**src/sv/ffpa_pkg.sv**
```systemverilog
// Shared types and codes for the first-fit partition allocator.
// No dependencies.
`default_nettype none
package ffpa_pkg;
  localparam int         MEM_UNITS  = 128;
  localparam logic [1:0] ST_OK      = 2'd0;
  localparam logic [1:0] ST_NO_FIT  = 2'd1;
  localparam logic [1:0] ST_NO_JOB  = 2'd2;
  localparam logic [1:0] ST_FULL    = 2'd3;
  localparam logic       ACT_ALLOC  = 1'b0;
  localparam logic       ACT_FREE   = 1'b1;
endpackage
`default_nettype wire

```
**src/sv/ffpa_cell.sv**
```systemverilog
// One table cell: holds an entry and shifts to or from its neighbors.
// Depends on nothing; used for both the free and the job table.
`default_nettype none
module ffpa_cell #(
  parameter int W = 8
) (
  input  wire logic         clk,
  input  wire logic         rst,
  input  wire logic         rst_used,
  input  wire logic [W-1:0] rst_data,
  input  wire logic         ld,
  input  wire logic [W-1:0] ld_data,
  input  wire logic         ld_used,
  output logic [W-1:0]      data,
  output logic              used
);
  always_ff @(posedge clk) begin
    if (rst) begin
      data <= rst_data;
      used <= rst_used;
    end else if (ld) begin
      data <= ld_data;
      used <= ld_used;
    end
  end
endmodule
`default_nettype wire

```
**src/sv/first_fit_partition_allocator_top.sv**
```systemverilog
// Top level: chain of free-table cells and job-table cells, plus a sequencer.
// Depends on ffpa_pkg and ffpa_cell.
//
// channel | beat fields                       | handshake
// in      | action, job_id, req_size          | in_valid / in_stall
// out     | status, start_addr, length        | out_valid / out_stall
//
// Allocate scans the free chain to the first fit, then counts the job chain.
// Release searches the job chain, scans the free chain for neighbors and, with
// none, scans it again for the insertion point; one cell a cycle per scan.
// The chains shift all their cells at once. One item at a time; the next is
// accepted once the result leaves the output register. Reset restores one
// free span.
`default_nettype none
module first_fit_partition_allocator_top
  import ffpa_pkg::*;
#(
  parameter int FREE_ENTRIES = 16,
  parameter int JOB_ENTRIES  = 16
) (
  input  wire logic       clk,
  input  wire logic       rst,
  input  wire logic       in_valid,
  output logic            in_stall,
  input  wire logic       action,
  input  wire logic [7:0] job_id,
  input  wire logic [7:0] req_size,
  output logic            out_valid,
  input  wire logic       out_stall,
  output logic [1:0]      status,
  output logic [6:0]      start_addr,
  output logic [7:0]      length
);
  localparam int FW = 15;
  localparam int JW = 23;
  localparam int FI = $clog2(FREE_ENTRIES + 1);
  localparam int JI = $clog2(JOB_ENTRIES + 1);
  localparam logic [7:0] MEM_LEN = 8'(MEM_UNITS);

  localparam logic [2:0] S_IDLE = 3'd0, S_FSCAN = 3'd1, S_JSCAN = 3'd2,
                         S_MSCAN = 3'd3, S_ISCAN = 3'd4, S_DONE = 3'd5;

  logic [2:0] state;
  logic       act;
  logic [7:0] id, sz;
  logic [FI-1:0] fi;
  logic [JI-1:0] ji;
  logic [6:0] b;
  logic [7:0] l;
  logic       has_lo, has_hi;
  logic [FI-1:0] lo, hi;

  logic [FW-1:0] fdat [FREE_ENTRIES];
  logic          fused [FREE_ENTRIES];
  logic [FW-1:0] fld_d [FREE_ENTRIES];
  logic          fld_u [FREE_ENTRIES];
  logic          fld [FREE_ENTRIES];
  logic [JW-1:0] jdat [JOB_ENTRIES];
  logic          jused [JOB_ENTRIES];
  logic [JW-1:0] jld_d [JOB_ENTRIES];
  logic          jld_u [JOB_ENTRIES];
  logic          jld [JOB_ENTRIES];

  // Operation selected for the chain update.
  localparam logic [2:0] F_NONE = 3'd0, F_ALLOC = 3'd1, F_BOTH = 3'd2,
                         F_LO = 3'd3, F_HI = 3'd4, F_INS = 3'd5;
  logic [2:0] fop;
  logic       jpush, jpop;
  logic [JI-1:0] jk;

  genvar g;
  generate
    for (g = 0; g < FREE_ENTRIES; g++) begin : g_f
      ffpa_cell #(.W(FW)) u_c (.clk, .rst,
        .rst_used(g == 0), .rst_data(g == 0 ? {7'd0, MEM_LEN} : '0),
        .ld(fld[g]), .ld_data(fld_d[g]), .ld_used(fld_u[g]),
        .data(fdat[g]), .used(fused[g]));
    end
    for (g = 0; g < JOB_ENTRIES; g++) begin : g_j
      ffpa_cell #(.W(JW)) u_c (.clk, .rst, .rst_used(1'b0), .rst_data('0),
        .ld(jld[g]), .ld_data(jld_d[g]), .ld_used(jld_u[g]),
        .data(jdat[g]), .used(jused[g]));
    end
  endgenerate

  logic [FI-1:0] fk;
  logic          fk_ok, jk_ok;
  logic [6:0]    fs;
  logic [7:0]    fl;
  logic [FW-1:0] cur_f;
  logic [JW-1:0] cur_j;
  assign fk_ok = (fi < FI'(FREE_ENTRIES)) && fused[fi[$clog2(FREE_ENTRIES)-1:0]];
  assign cur_f = fk_ok ? fdat[fi[$clog2(FREE_ENTRIES)-1:0]] : '0;
  assign fs = cur_f[FW-1:8];
  assign fl = cur_f[7:0];
  assign jk_ok = (ji < JI'(JOB_ENTRIES)) && jused[ji[$clog2(JOB_ENTRIES)-1:0]];
  assign cur_j = jk_ok ? jdat[ji[$clog2(JOB_ENTRIES)-1:0]] : '0;
  assign fk = fi;

  // Chain update logic.
  always_comb begin
    for (int i = 0; i < FREE_ENTRIES; i++) begin
      fld[i] = 1'b0; fld_d[i] = fdat[i]; fld_u[i] = fused[i];
      case (fop)
        F_ALLOC: begin
          if (FI'(i) == fk && fl != sz) begin
            fld[i] = 1'b1; fld_d[i] = {7'(fs + sz[6:0]), 8'(fl - sz)};
          end else if (FI'(i) >= fk && fl == sz) begin
            fld[i] = 1'b1;
            fld_d[i] = (i + 1 < FREE_ENTRIES) ? fdat[(i + 1) % FREE_ENTRIES] : '0;
            fld_u[i] = (i + 1 < FREE_ENTRIES) ? fused[(i + 1) % FREE_ENTRIES] : 1'b0;
            if (!fld_u[i]) fld_d[i] = '0;
          end
        end
        F_BOTH: begin
          if (FI'(i) == lo) begin
            fld[i] = 1'b1;
            fld_d[i] = {fdat[i][FW-1:8],
                        8'(fdat[i][7:0] + l + fdat[hi[$clog2(FREE_ENTRIES)-1:0]][7:0])};
          end else if (FI'(i) >= hi) begin
            fld[i] = 1'b1;
            fld_d[i] = (i + 1 < FREE_ENTRIES) ? fdat[(i + 1) % FREE_ENTRIES] : '0;
            fld_u[i] = (i + 1 < FREE_ENTRIES) ? fused[(i + 1) % FREE_ENTRIES] : 1'b0;
            if (!fld_u[i]) fld_d[i] = '0;
          end
        end
        F_LO: if (FI'(i) == lo) begin
          fld[i] = 1'b1; fld_d[i] = {fdat[i][FW-1:8], 8'(fdat[i][7:0] + l)};
        end
        F_HI: if (FI'(i) == hi) begin
          fld[i] = 1'b1;
          fld_d[i] = {7'(fdat[i][FW-1:8] - l[6:0]), 8'(fdat[i][7:0] + l)};
        end
        F_INS: begin
          // fk is insertion point
          if (FI'(i) == fk) begin
            fld[i] = 1'b1; fld_d[i] = {b, l}; fld_u[i] = 1'b1;
          end else if (FI'(i) > fk && i > 0) begin
            fld[i] = 1'b1; fld_d[i] = fdat[(i + FREE_ENTRIES - 1) % FREE_ENTRIES];
            fld_u[i] = fused[(i + FREE_ENTRIES - 1) % FREE_ENTRIES];
          end
        end
        default: ;
      endcase
    end
    for (int i = 0; i < JOB_ENTRIES; i++) begin
      jld[i] = 1'b0; jld_d[i] = jdat[i]; jld_u[i] = jused[i];
      if (jpush) begin
        jld[i] = 1'b1;
        if (i == 0) begin
          jld_d[i] = {id, fs, sz}; jld_u[i] = 1'b1;
        end else begin
          jld_d[i] = jdat[(i + JOB_ENTRIES - 1) % JOB_ENTRIES];
          jld_u[i] = jused[(i + JOB_ENTRIES - 1) % JOB_ENTRIES];
        end
      end else if (jpop && JI'(i) >= jk) begin
        jld[i] = 1'b1;
        jld_d[i] = (i + 1 < JOB_ENTRIES) ? jdat[(i + 1) % JOB_ENTRIES] : jdat[i];
        jld_u[i] = (i + 1 < JOB_ENTRIES) ? jused[(i + 1) % JOB_ENTRIES] : 1'b0;
      end
    end
  end

  logic [7:0] sum_lo;
  assign sum_lo = 8'(fs + fl);
  logic [8:0] b_hi;
  assign b_hi = 9'(b) + 9'(l);

  assign in_stall = (state != S_IDLE) || (out_valid && out_stall);

  always_ff @(posedge clk) begin
    if (rst) begin
      state <= S_IDLE; out_valid <= 1'b0;
      fop <= F_NONE; jpush <= 1'b0; jpop <= 1'b0;
    end else begin
      if (out_valid && !out_stall) out_valid <= 1'b0;
      case (state)
        S_IDLE: if (in_valid && !in_stall) begin
          act <= action; id <= job_id; sz <= req_size;
          fi <= '0; ji <= '0; has_lo <= 1'b0; has_hi <= 1'b0;
          state <= (action == ACT_ALLOC) ? S_FSCAN : S_JSCAN;
        end
        S_FSCAN: begin
          if (sz == 8'd0 || !fk_ok) begin
            status <= ST_NO_FIT; start_addr <= '0; length <= '0; state <= S_DONE;
          end else if (fl >= sz) begin
            state <= S_JSCAN;
          end else fi <= fi + 1'b1;
        end
        S_JSCAN: begin
          if (act == ACT_ALLOC) begin
            if (jk_ok) ji <= ji + 1'b1;
            else if (ji >= JI'(JOB_ENTRIES)) begin
              status <= ST_FULL; start_addr <= '0; length <= '0; state <= S_DONE;
            end else begin
              fop <= F_ALLOC; jpush <= 1'b1;
              status <= ST_OK; start_addr <= fs; length <= sz; state <= S_DONE;
            end
          end else if (!jk_ok) begin
            status <= ST_NO_JOB; start_addr <= '0; length <= '0; state <= S_DONE;
          end else if (cur_j[JW-1:15] == id) begin
            b <= cur_j[14:8]; l <= cur_j[7:0]; jk <= ji; state <= S_MSCAN;
          end else ji <= ji + 1'b1;
        end
        S_MSCAN: begin
          if (fk_ok) begin
            if (!has_lo && {1'b0, sum_lo} == 9'(b)) begin has_lo <= 1'b1; lo <= fi; end
            if (!has_hi && 9'(fs) == b_hi) begin has_hi <= 1'b1; hi <= fi; end
            fi <= fi + 1'b1;
          end else if (has_lo || has_hi) begin
            fop <= (has_lo && has_hi) ? F_BOTH : (has_lo ? F_LO : F_HI);
            jpop <= 1'b1;
            status <= ST_OK; start_addr <= b; length <= l; state <= S_DONE;
          end else if (fi >= FI'(FREE_ENTRIES)) begin
            status <= ST_FULL; start_addr <= '0; length <= '0; state <= S_DONE;
          end else begin
            fi <= '0; state <= S_ISCAN;
          end
        end
        S_ISCAN: begin
          if (fk_ok && fs <= b) fi <= fi + 1'b1;
          else begin
            fop <= F_INS; jpop <= 1'b1;
            status <= ST_OK; start_addr <= b; length <= l; state <= S_DONE;
          end
        end
        S_DONE: begin
          out_valid <= 1'b1; state <= S_IDLE;
          fop <= F_NONE; jpush <= 1'b0; jpop <= 1'b0;
        end
        default: state <= S_IDLE;
      endcase
    end
  end

  a_hold: assert property (@(posedge clk) disable iff (rst)
    out_valid && out_stall |-> in_stall) else $error("input taken while result waits");
  a_len: assert property (@(posedge clk) disable iff (rst)
    out_valid && status != ST_OK |-> length == 8'd0 && start_addr == 7'd0)
    else $error("failure carries nonzero span");
  a_busy: assert property (@(posedge clk) disable iff (rst)
    state != S_IDLE |-> in_stall) else $error("accept while busy");
  a_head: assert property (@(posedge clk) disable iff (rst)
    !fused[0] |-> !fused[FREE_ENTRIES-1]) else $error("free chain not packed");
endmodule
`default_nettype wire

```
**config.mk**
```make
export PLATFORM = sky130hd
export DESIGN_NAME = first_fit_partition_allocator_top
export DESIGN_NICKNAME = d
export VERILOG_FILES = /design/src/sv/ffpa_pkg.sv /design/src/sv/ffpa_cell.sv /design/src/sv/first_fit_partition_allocator_top.sv
export SDC_FILE = /design/constraint.sdc
export NUM_CORES = 2
export LEC_CHECK = 0
export ABC_AREA = 0
export BUFFER_PORTS_ARGS = -buffer_cell sky130_fd_sc_hd__buf_4
export CAP_MARGIN = 25
export CORE_MARGIN = 2
export CORE_UTILIZATION = 25
export CTS_CLUSTER_SIZE = 14
export DETAILED_ROUTE_END_ITERATION = 16
export SLEW_MARGIN = 40
export SYNTH_ARGS = -nofsm -noshare
export SYNTH_HDL_FRONTEND = slang
export SYNTH_SLANG_ARGS = --single-unit
```
**constraint.sdc**
```tcl
create_clock -name clk -period 6.25 [get_ports clk]
set_input_delay 0.3125 -clock clk [delete_from_list [all_inputs] [get_ports clk]]
set_output_delay 0.3125 -clock clk [all_outputs]
set_load 0.02 [all_outputs]
```
# Word-level counts from Yosys, hierarchy flattened
# Index checks and enable logic that the tools add are counted.
word_totals:
  mem_bits_rw: 0
  in_bits: 21
  memories: 0
  reg_bits: 725
  mem_bits_ro: 0
  word_cells: 1237
  output_inout_bits: 19
  latchBits: 0
classes:
  n_shift: 0
  reduce_logical: 176
  mux: 604
  div_mod_pow: 0
  eq_ne: 226
  n_addsub: 54
  multipliers: 0
  n_lt_le_gt_ge: 72
  bitwise: 5
op_table:
  columns: ["operator", "n"]
  rows:
  - ["$mux W15", 129]
  - ["$pmux W15 S5", 16]
  - ["$mux W23", 33]
  - ["$mux W1", 305]
  - ["$add A8 B8 Y8", 32]
  - ["$reduce_and A7 Y1", 34]
  - ["$ne A2 B2 Y1 const B", 112]
  - ["$mux W8", 27]
  - ["$ne A3 B3 Y1 const B", 54]
  - ["$reduce_and A8 Y1", 17]
  - ["$bmux W15 S4", 2]
  - ["$eq A4 B5 Y1 const A", 24]
  - ["$ge A4 B5 Y1 const A", 24]
  - ["$sub A7 B7 Y7", 16]
  - ["$bmux W23 S4", 1]
  - ["$pmux W1 S5", 16]
  - ["$mux W7", 9]
  - ["$eq A3 B5 Y1 const A", 12]
  - ["$ge A3 B5 Y1 const A", 12]
  - ["$logic_and A1 B1 Y1", 57]
  - ["$mux W5", 11]
  - ["$pmux W1 S3", 17]
  - ["$mux W3", 16]
  - ["$gt A4 B5 Y1 const A", 8]
  - ["other kinds (49)", 153]

# Longest topological paths before layout
depth:
  word_depth: 12
  depth_mapped: 27
  depth_no_buf: 19

# Hierarchy
# From an unflattened synthesis, not the netlist that was laid out.
unflattened:
  hier_cells: 9626
  area_unflattened_um2: 85408.2
modules_own_cells:
  columns: ["module", "area_each_um2", "seq_area_each_um2", "cells_per_inst", "instances"]
  rows:
  - ["first_fit_partition_allocator_top", 55779.7, 2462.4, 8234, 1]
  - ["ffpa_cell at g_j[0].u_c ...", 1119.8, 720.7, 52, 16]
  - ["ffpa_cell at g_f[0].u_c ...", 732.0, 480.5, 35, 16]

# Worst setup path after synthesis
# No wires, ideal clock.
synth_path:
  path_kind: "reg2reg"
  startpoint: "register fi[0]"
  endpoint: "register length[0], enable pin"
  arrival_time_ns: 5.172
  setup_time_ns: 0.435
  slack_ns: 0.644
  n_path_buf: 6
  path_stages_with_launch: 17
  required_time_ns: 5.815
  period_less_slack_ns: 5.606
  path_cell_list: "edfxtp_1 > buf_6 > buf_6 > buf_6 > buf_4 > buf_2 > mux2i_1 > a221oi_1 > a22oi_1 > a21oi_1 > ha_1 > and3_1 > and3_1 > and4_1 > o31a_1 > buf_2 > nor4_1"
synth_via:
  elab_chain_len: 10
  elab_cells_between_ends: 20
  classes_between: "3 x order compare; 4 x eq/ne; 7 x mux; 1 x bitwise; 5 x reduce/logical"
synth_lines:
  columns: ["item", "line_no", "rtl"]
  rows:
  - ["from (decl)", "first_fit_partition_allocator_top.sv:46", "logic [FI-1:0] fi;"]
  - ["from (signal assigned)", "first_fit_partition_allocator_top.sv:188", "end else fi <= fi + 1'b1;"]
  - ["from (signal assigned)", "first_fit_partition_allocator_top.sv:209", "fi <= fi + 1'b1;"]
  - ["from (signal assigned)", "first_fit_partition_allocator_top.sv:221", "if (fk_ok && fs <= b) fi <= fi + 1'b1;"]
  - ["$not A4 Y5 (implied by the code)", "first_fit_partition_allocator_top.sv:92, first_fit_partition_allocator_top.sv:93", null]
  - ["$bmux W1 S4", "first_fit_partition_allocator_top.sv:92", "assign fk_ok = (fi < FI'(FREE_ENTRIES)) && fused[fi[$clog2(FREE_ENTRIES)-1:0]];"]
  - ["$mux W1 (implied by the code) (2 in a row)", "first_fit_partition_allocator_top.sv:92", null]
  - ["$logic_and A1 B1 Y1", "first_fit_partition_allocator_top.sv:92", null]
  - ["$mux W15", "first_fit_partition_allocator_top.sv:93", "assign cur_f = fk_ok ? fdat[fi[$clog2(FREE_ENTRIES)-1:0]] : '0;"]
  - ["$le A7 B7 Y1", "first_fit_partition_allocator_top.sv:221", null]
  - ["$logic_and A1 B1 Y1", "first_fit_partition_allocator_top.sv:221", null]
  - ["$ne A2 B2 Y1 (no line)", null, null]
  - ["$reduce_and A7 Y1 (no line) *", null, null]
  - ["to (signal assigned)", "first_fit_partition_allocator_top.sv:213", "status <= ST_OK; start_addr <= b; length <= l; state <= S_DONE;"]
  - ["to (signal assigned)", "first_fit_partition_allocator_top.sv:215", "status <= ST_FULL; start_addr <= '0; length <= '0; state <= S_DONE;"]
  - ["to (signal assigned)", "first_fit_partition_allocator_top.sv:224", "status <= ST_OK; start_addr <= b; length <= l; state <= S_DONE;"]
  - ["to (decl)", "first_fit_partition_allocator_top.sv:32", "output logic [7:0] length"]
# Every way passes the cells marked *; elsewhere a longest branch is shown, timed or not. The select of a mux whose other input is x is not followed.
# A chain may end at the register's enable or synchronous reset.

# Final worst setup path
layout_path:
  startpoint: "register fi[0]"
  endpoint: "register g_f[5].u_c.data[13]"
layout_via:
  elab_chain_len: 12
  elab_cells_between_ends: 29
  classes_between: "1 x add/sub; 3 x order compare; 5 x eq/ne; 15 x mux; 1 x bitwise; 4 x reduce/logical"
layout_lines:
  columns: ["item", "line_no", "rtl"]
  rows:
  - ["$not A4 Y5 (implied by the code)", "first_fit_partition_allocator_top.sv:92, first_fit_partition_allocator_top.sv:93", null]
  - ["$bmux W1 S4", "first_fit_partition_allocator_top.sv:92", null]
  - ["$mux W1 (implied by the code) (2 in a row)", "first_fit_partition_allocator_top.sv:92", null]
  - ["$logic_and A1 B1 Y1", "first_fit_partition_allocator_top.sv:92", null]
  - ["$mux W15", "first_fit_partition_allocator_top.sv:93", null]
  - ["$eq A8 B8 Y1", "first_fit_partition_allocator_top.sv:108", "end else if (FI'(i) >= fk && fl == sz) begin"]
  - ["$logic_and A1 B1 Y1", "first_fit_partition_allocator_top.sv:108", null]
  - ["$mux W1", "first_fit_partition_allocator_top.sv:108", null]
  - ["$mux W1", "first_fit_partition_allocator_top.sv:106", "if (FI'(i) == fk && fl != sz) begin"]
  - ["$pmux W1 S5", "first_fit_partition_allocator_top.sv:104", "case (fop)"]
  - ["$reduce_and A8 Y1 (no line)", null, null]
  - ["to (signal assigned)", "ffpa_cell.sv:19", "data <= rst_data;"]
  - ["to (signal assigned)", "ffpa_cell.sv:22", "data <= ld_data;"]
  - ["to (decl)", "ffpa_cell.sv:14", "output logic [W-1:0] data,"]
# Several ways; a longest one is shown, not always the timed one. The select of a mux whose other input is x is not followed.

==> impl_metrics.json <==
{
  "chipWidth_um": 497,
  "synth_nets": 7761,
  "tightest_slew_ps": 979,
  "antenna_found_initial": 12,
  "slew_headroom": 0.341,
  "h-tree-depth": 3,
  "period_needed_ps": 5830,
  "syn_avg_cell_area_um2": 8.29,
  "ys_ff_latch": 725,
  "die_y_um": 497,
  "fin_setup_tns_ps": 0,
  "drc": 0,
  "netlist-cell-type-count": 101,
  "netlist_instances": 7333,
  "r2r_start": "fi[0]$_DFFE_PP_",
  "path_class": "flip-flop to flip-flop",
  "rsz0062_at_grt": "no",
  "insertion_delay_ps": 760,
  "fin_nets": 7599,
  "fmax_mhz": 172,
  "synth_edf_count": 76,
  "drv_cap": 0,
  "status": "finished, final reports clean",
  "setup_viol": 0,
  "gp_congestion": 1.01,
  "n_fill_cell": 25445,
  "finalHoldViolCount": 0,
  "pwr_density_cell_mw_per_mm2": 280,
  "drv_slew": 0,
  "drtIter0Drc": 8725,
  "rows": 180,
  "cts_tree": "done",
  "postCtsSetupRepairBufs": 0,
  "grt_overflow": 0,
  "grt_usage": 0.215,
  "synthToLayoutAreaGrowth_pct": 13.2,
  "routed_via_density": 5.95,
  "hold_slack_ps": 282,
  "skew_ps": 55.4,
  "start_kind": "flip-flop",
  "hp-start": "job_id[7]",
  "synth_area_mm2": 0.0608,
  "cts-buffers-inserted": 88,
  "dieArea_mm2": 0.247,
  "wl_per_cell_um": 26.7,
  "async_flop_share": 0,
  "port_buffers": 39,
  "ys_seq_area_frac": 0.251,
  "core_area_mm2": 0.241,
  "critPathLaunch": "fi[0]$_DFFE_PP_",
  "cp.arrival_ps": 6460,
  "dr_total_vias": 62030,
  "crit_path_max_fanout": 61,
  "yosysWarnings": 0,
  "cts-root-buf": "clkbuf_16",
  "grt_pass1_vias": 58572,
  "min_period_over_period": 0.932,
  "critPathCaptureType": "flip-flop",
  "dr.pass1.iters": 7,
  "layout_commonest_cell": "nor2_1",
  "drive_above_1_share": 0.110,
  "hp-class": "input pin to flip-flop",
  "path_clk_slew_ps": 60,
  "leakagePower_nw": 24.1,
  "start_util": 0.252,
  "cts_resized": 0,
  "wirelength_mm": 278,
  "final_cell_mix": "nor2_1 (767), dfxtp_1 (647), a21oi_1 (631)",
  "dp_hpwl_mm": 192,
  "cts.sinks": 725,
  "ioPinCount": 40,
  "critPathRequiredTime_ps": 6880,
  "ir_drop_v": 0.000244,
  "ys_dominant_reg_cell": "dfxtp_1",
  "drtAntennaViolNets": 0,
  "grt_pass1_wl_mm": 404,
  "clock_path_buffers": 3,
  "grt_start_max_net_pins": 129
}
[layer usage]
layer  track usage  part of all wire
met1         0.280              0.40
met2         0.318              0.42
met3        0.0555              0.11
met4         0.128             0.070
met5             0           0.00039
[critical path, cell delays in order, from the launching register on]
cell,delay (ps)
edfxtp_1,410
buf_12,370
mux2i_1,140
mux4_2,550
o22a_1,370
a21oi_1,530
buf_4,260
ha_1,300
and4_1,350
and2_1,210
buf_4,210
buf_4,190
nor2_1,150
o21ai_0,130
a21oi_2,150
buf_4,260
o211a_1,530
o211ai_1,220
o221ai_1,230
a21oi_1,70
[cell type report]
cell class	instances	area [µm²]	share of cell area
multi-input cells	5761	42500	0.618
flip-flops and latches	725	15300	0.222
well taps	3185	3990	0.0579
repair buffers	369	3110	0.0452
clock buffers	132	2580	0.0375
inverters	226	856	0.0124
clock inverters	27	428	0.00622
diodes	6	15.0	0.000218
[repair_timing]
action / in CTS / in global routing
hold buffers: 19 / 0
endpoints found under the setup margin: 0 / 0
endpoints found under the hold margin: 29 / 0
[sequential cells by signal, indices dropped and copies added, names as in the netlist, 3 cells and up]
signal	cells
g_f.u_c.data	240
g_j.u_c.data	368
fi	5
fop	3
g_f.u_c.used	16
l	8
g_j.u_c.used	16
b	7
jk	5
lo	5
ji	5
sz	8
id	8
hi	5
start_addr	7
length	8
state	3
[final timing paths]
path	endpoint	slack [ps]	depth (start not counted)
setup reg to reg	g_f[5].u_c.data[13]$_SDFFE_PP0P_	420	19
setup / recovery	g_f[5].u_c.data[13]$_SDFFE_PP0P_	420	19
hold / removal	id[7]$_DFFE_PP_	280	2
hold reg to reg	g_j[0].u_c.data[17]$_SDFFE_PP0P_	520	2
[power breakdown]
part | internal, mW | total, mW | switching [mW] | leakage [nW]
Sequential | 5.35 | 6.09 | 0.741 | 5.95
Clock | 3.16 | 5.54 | 2.38 | 1.46
Combinational | 2.66 | 7.62 | 4.96 | 16.7
[metrics by stage]
stage	std cells	power, mW	util	area, µm²	setup WS [ps]
2_1_floorplan	7333	10.8	-	60800	644
4_1_cts	10423	19.1	0.285	68700	581
5_1_grt	10425	20.0	0.285	68800	227
3_3_place_gp	10229	13.3	0.270	65200	645
6_report	10431	19.2	0.285	68800	423
3_5_place_dp	10245	13.5	0.272	65500	579
[synth_stat cells (73+ instances only)]
cell type    n  area share
inv_1      223       0.014
mux4_2     179       0.066
a21oi_1    633       0.052
xnor2_1    235       0.034
a21o_1     173       0.021
ha_1       357       0.074
xor2_1     107       0.015
nor3_1      95      0.0078
o21ai_0    405       0.033
clkbuf_1   499       0.031
a31oi_1     84      0.0086
nand2_1    569       0.035
dfxtp_1    649        0.21
o21bai_1    73      0.0090
a221oi_1   117       0.017
nor2_1     781       0.048
nand3_1    194       0.016
and3_1      93      0.0096
mux2i_1    481       0.079
edfxtp_1    76       0.038
a211oi_1   440       0.054
[kinds of logic (layout without fill, tap and decap cells)]
group	count (synthesis)	count (layout)	synth area share
xor+xnor	345	345	0.0503
compound gates	2374	2374	0.260
mux	692	692	0.153
buf+inv	847	754	0.0549
simple gates	1941	1941	0.140
flops	725	725	0.251
fa+ha+maj	409	409	0.0903
other cells	0	6	0
(Power assumes the default switching activity.)
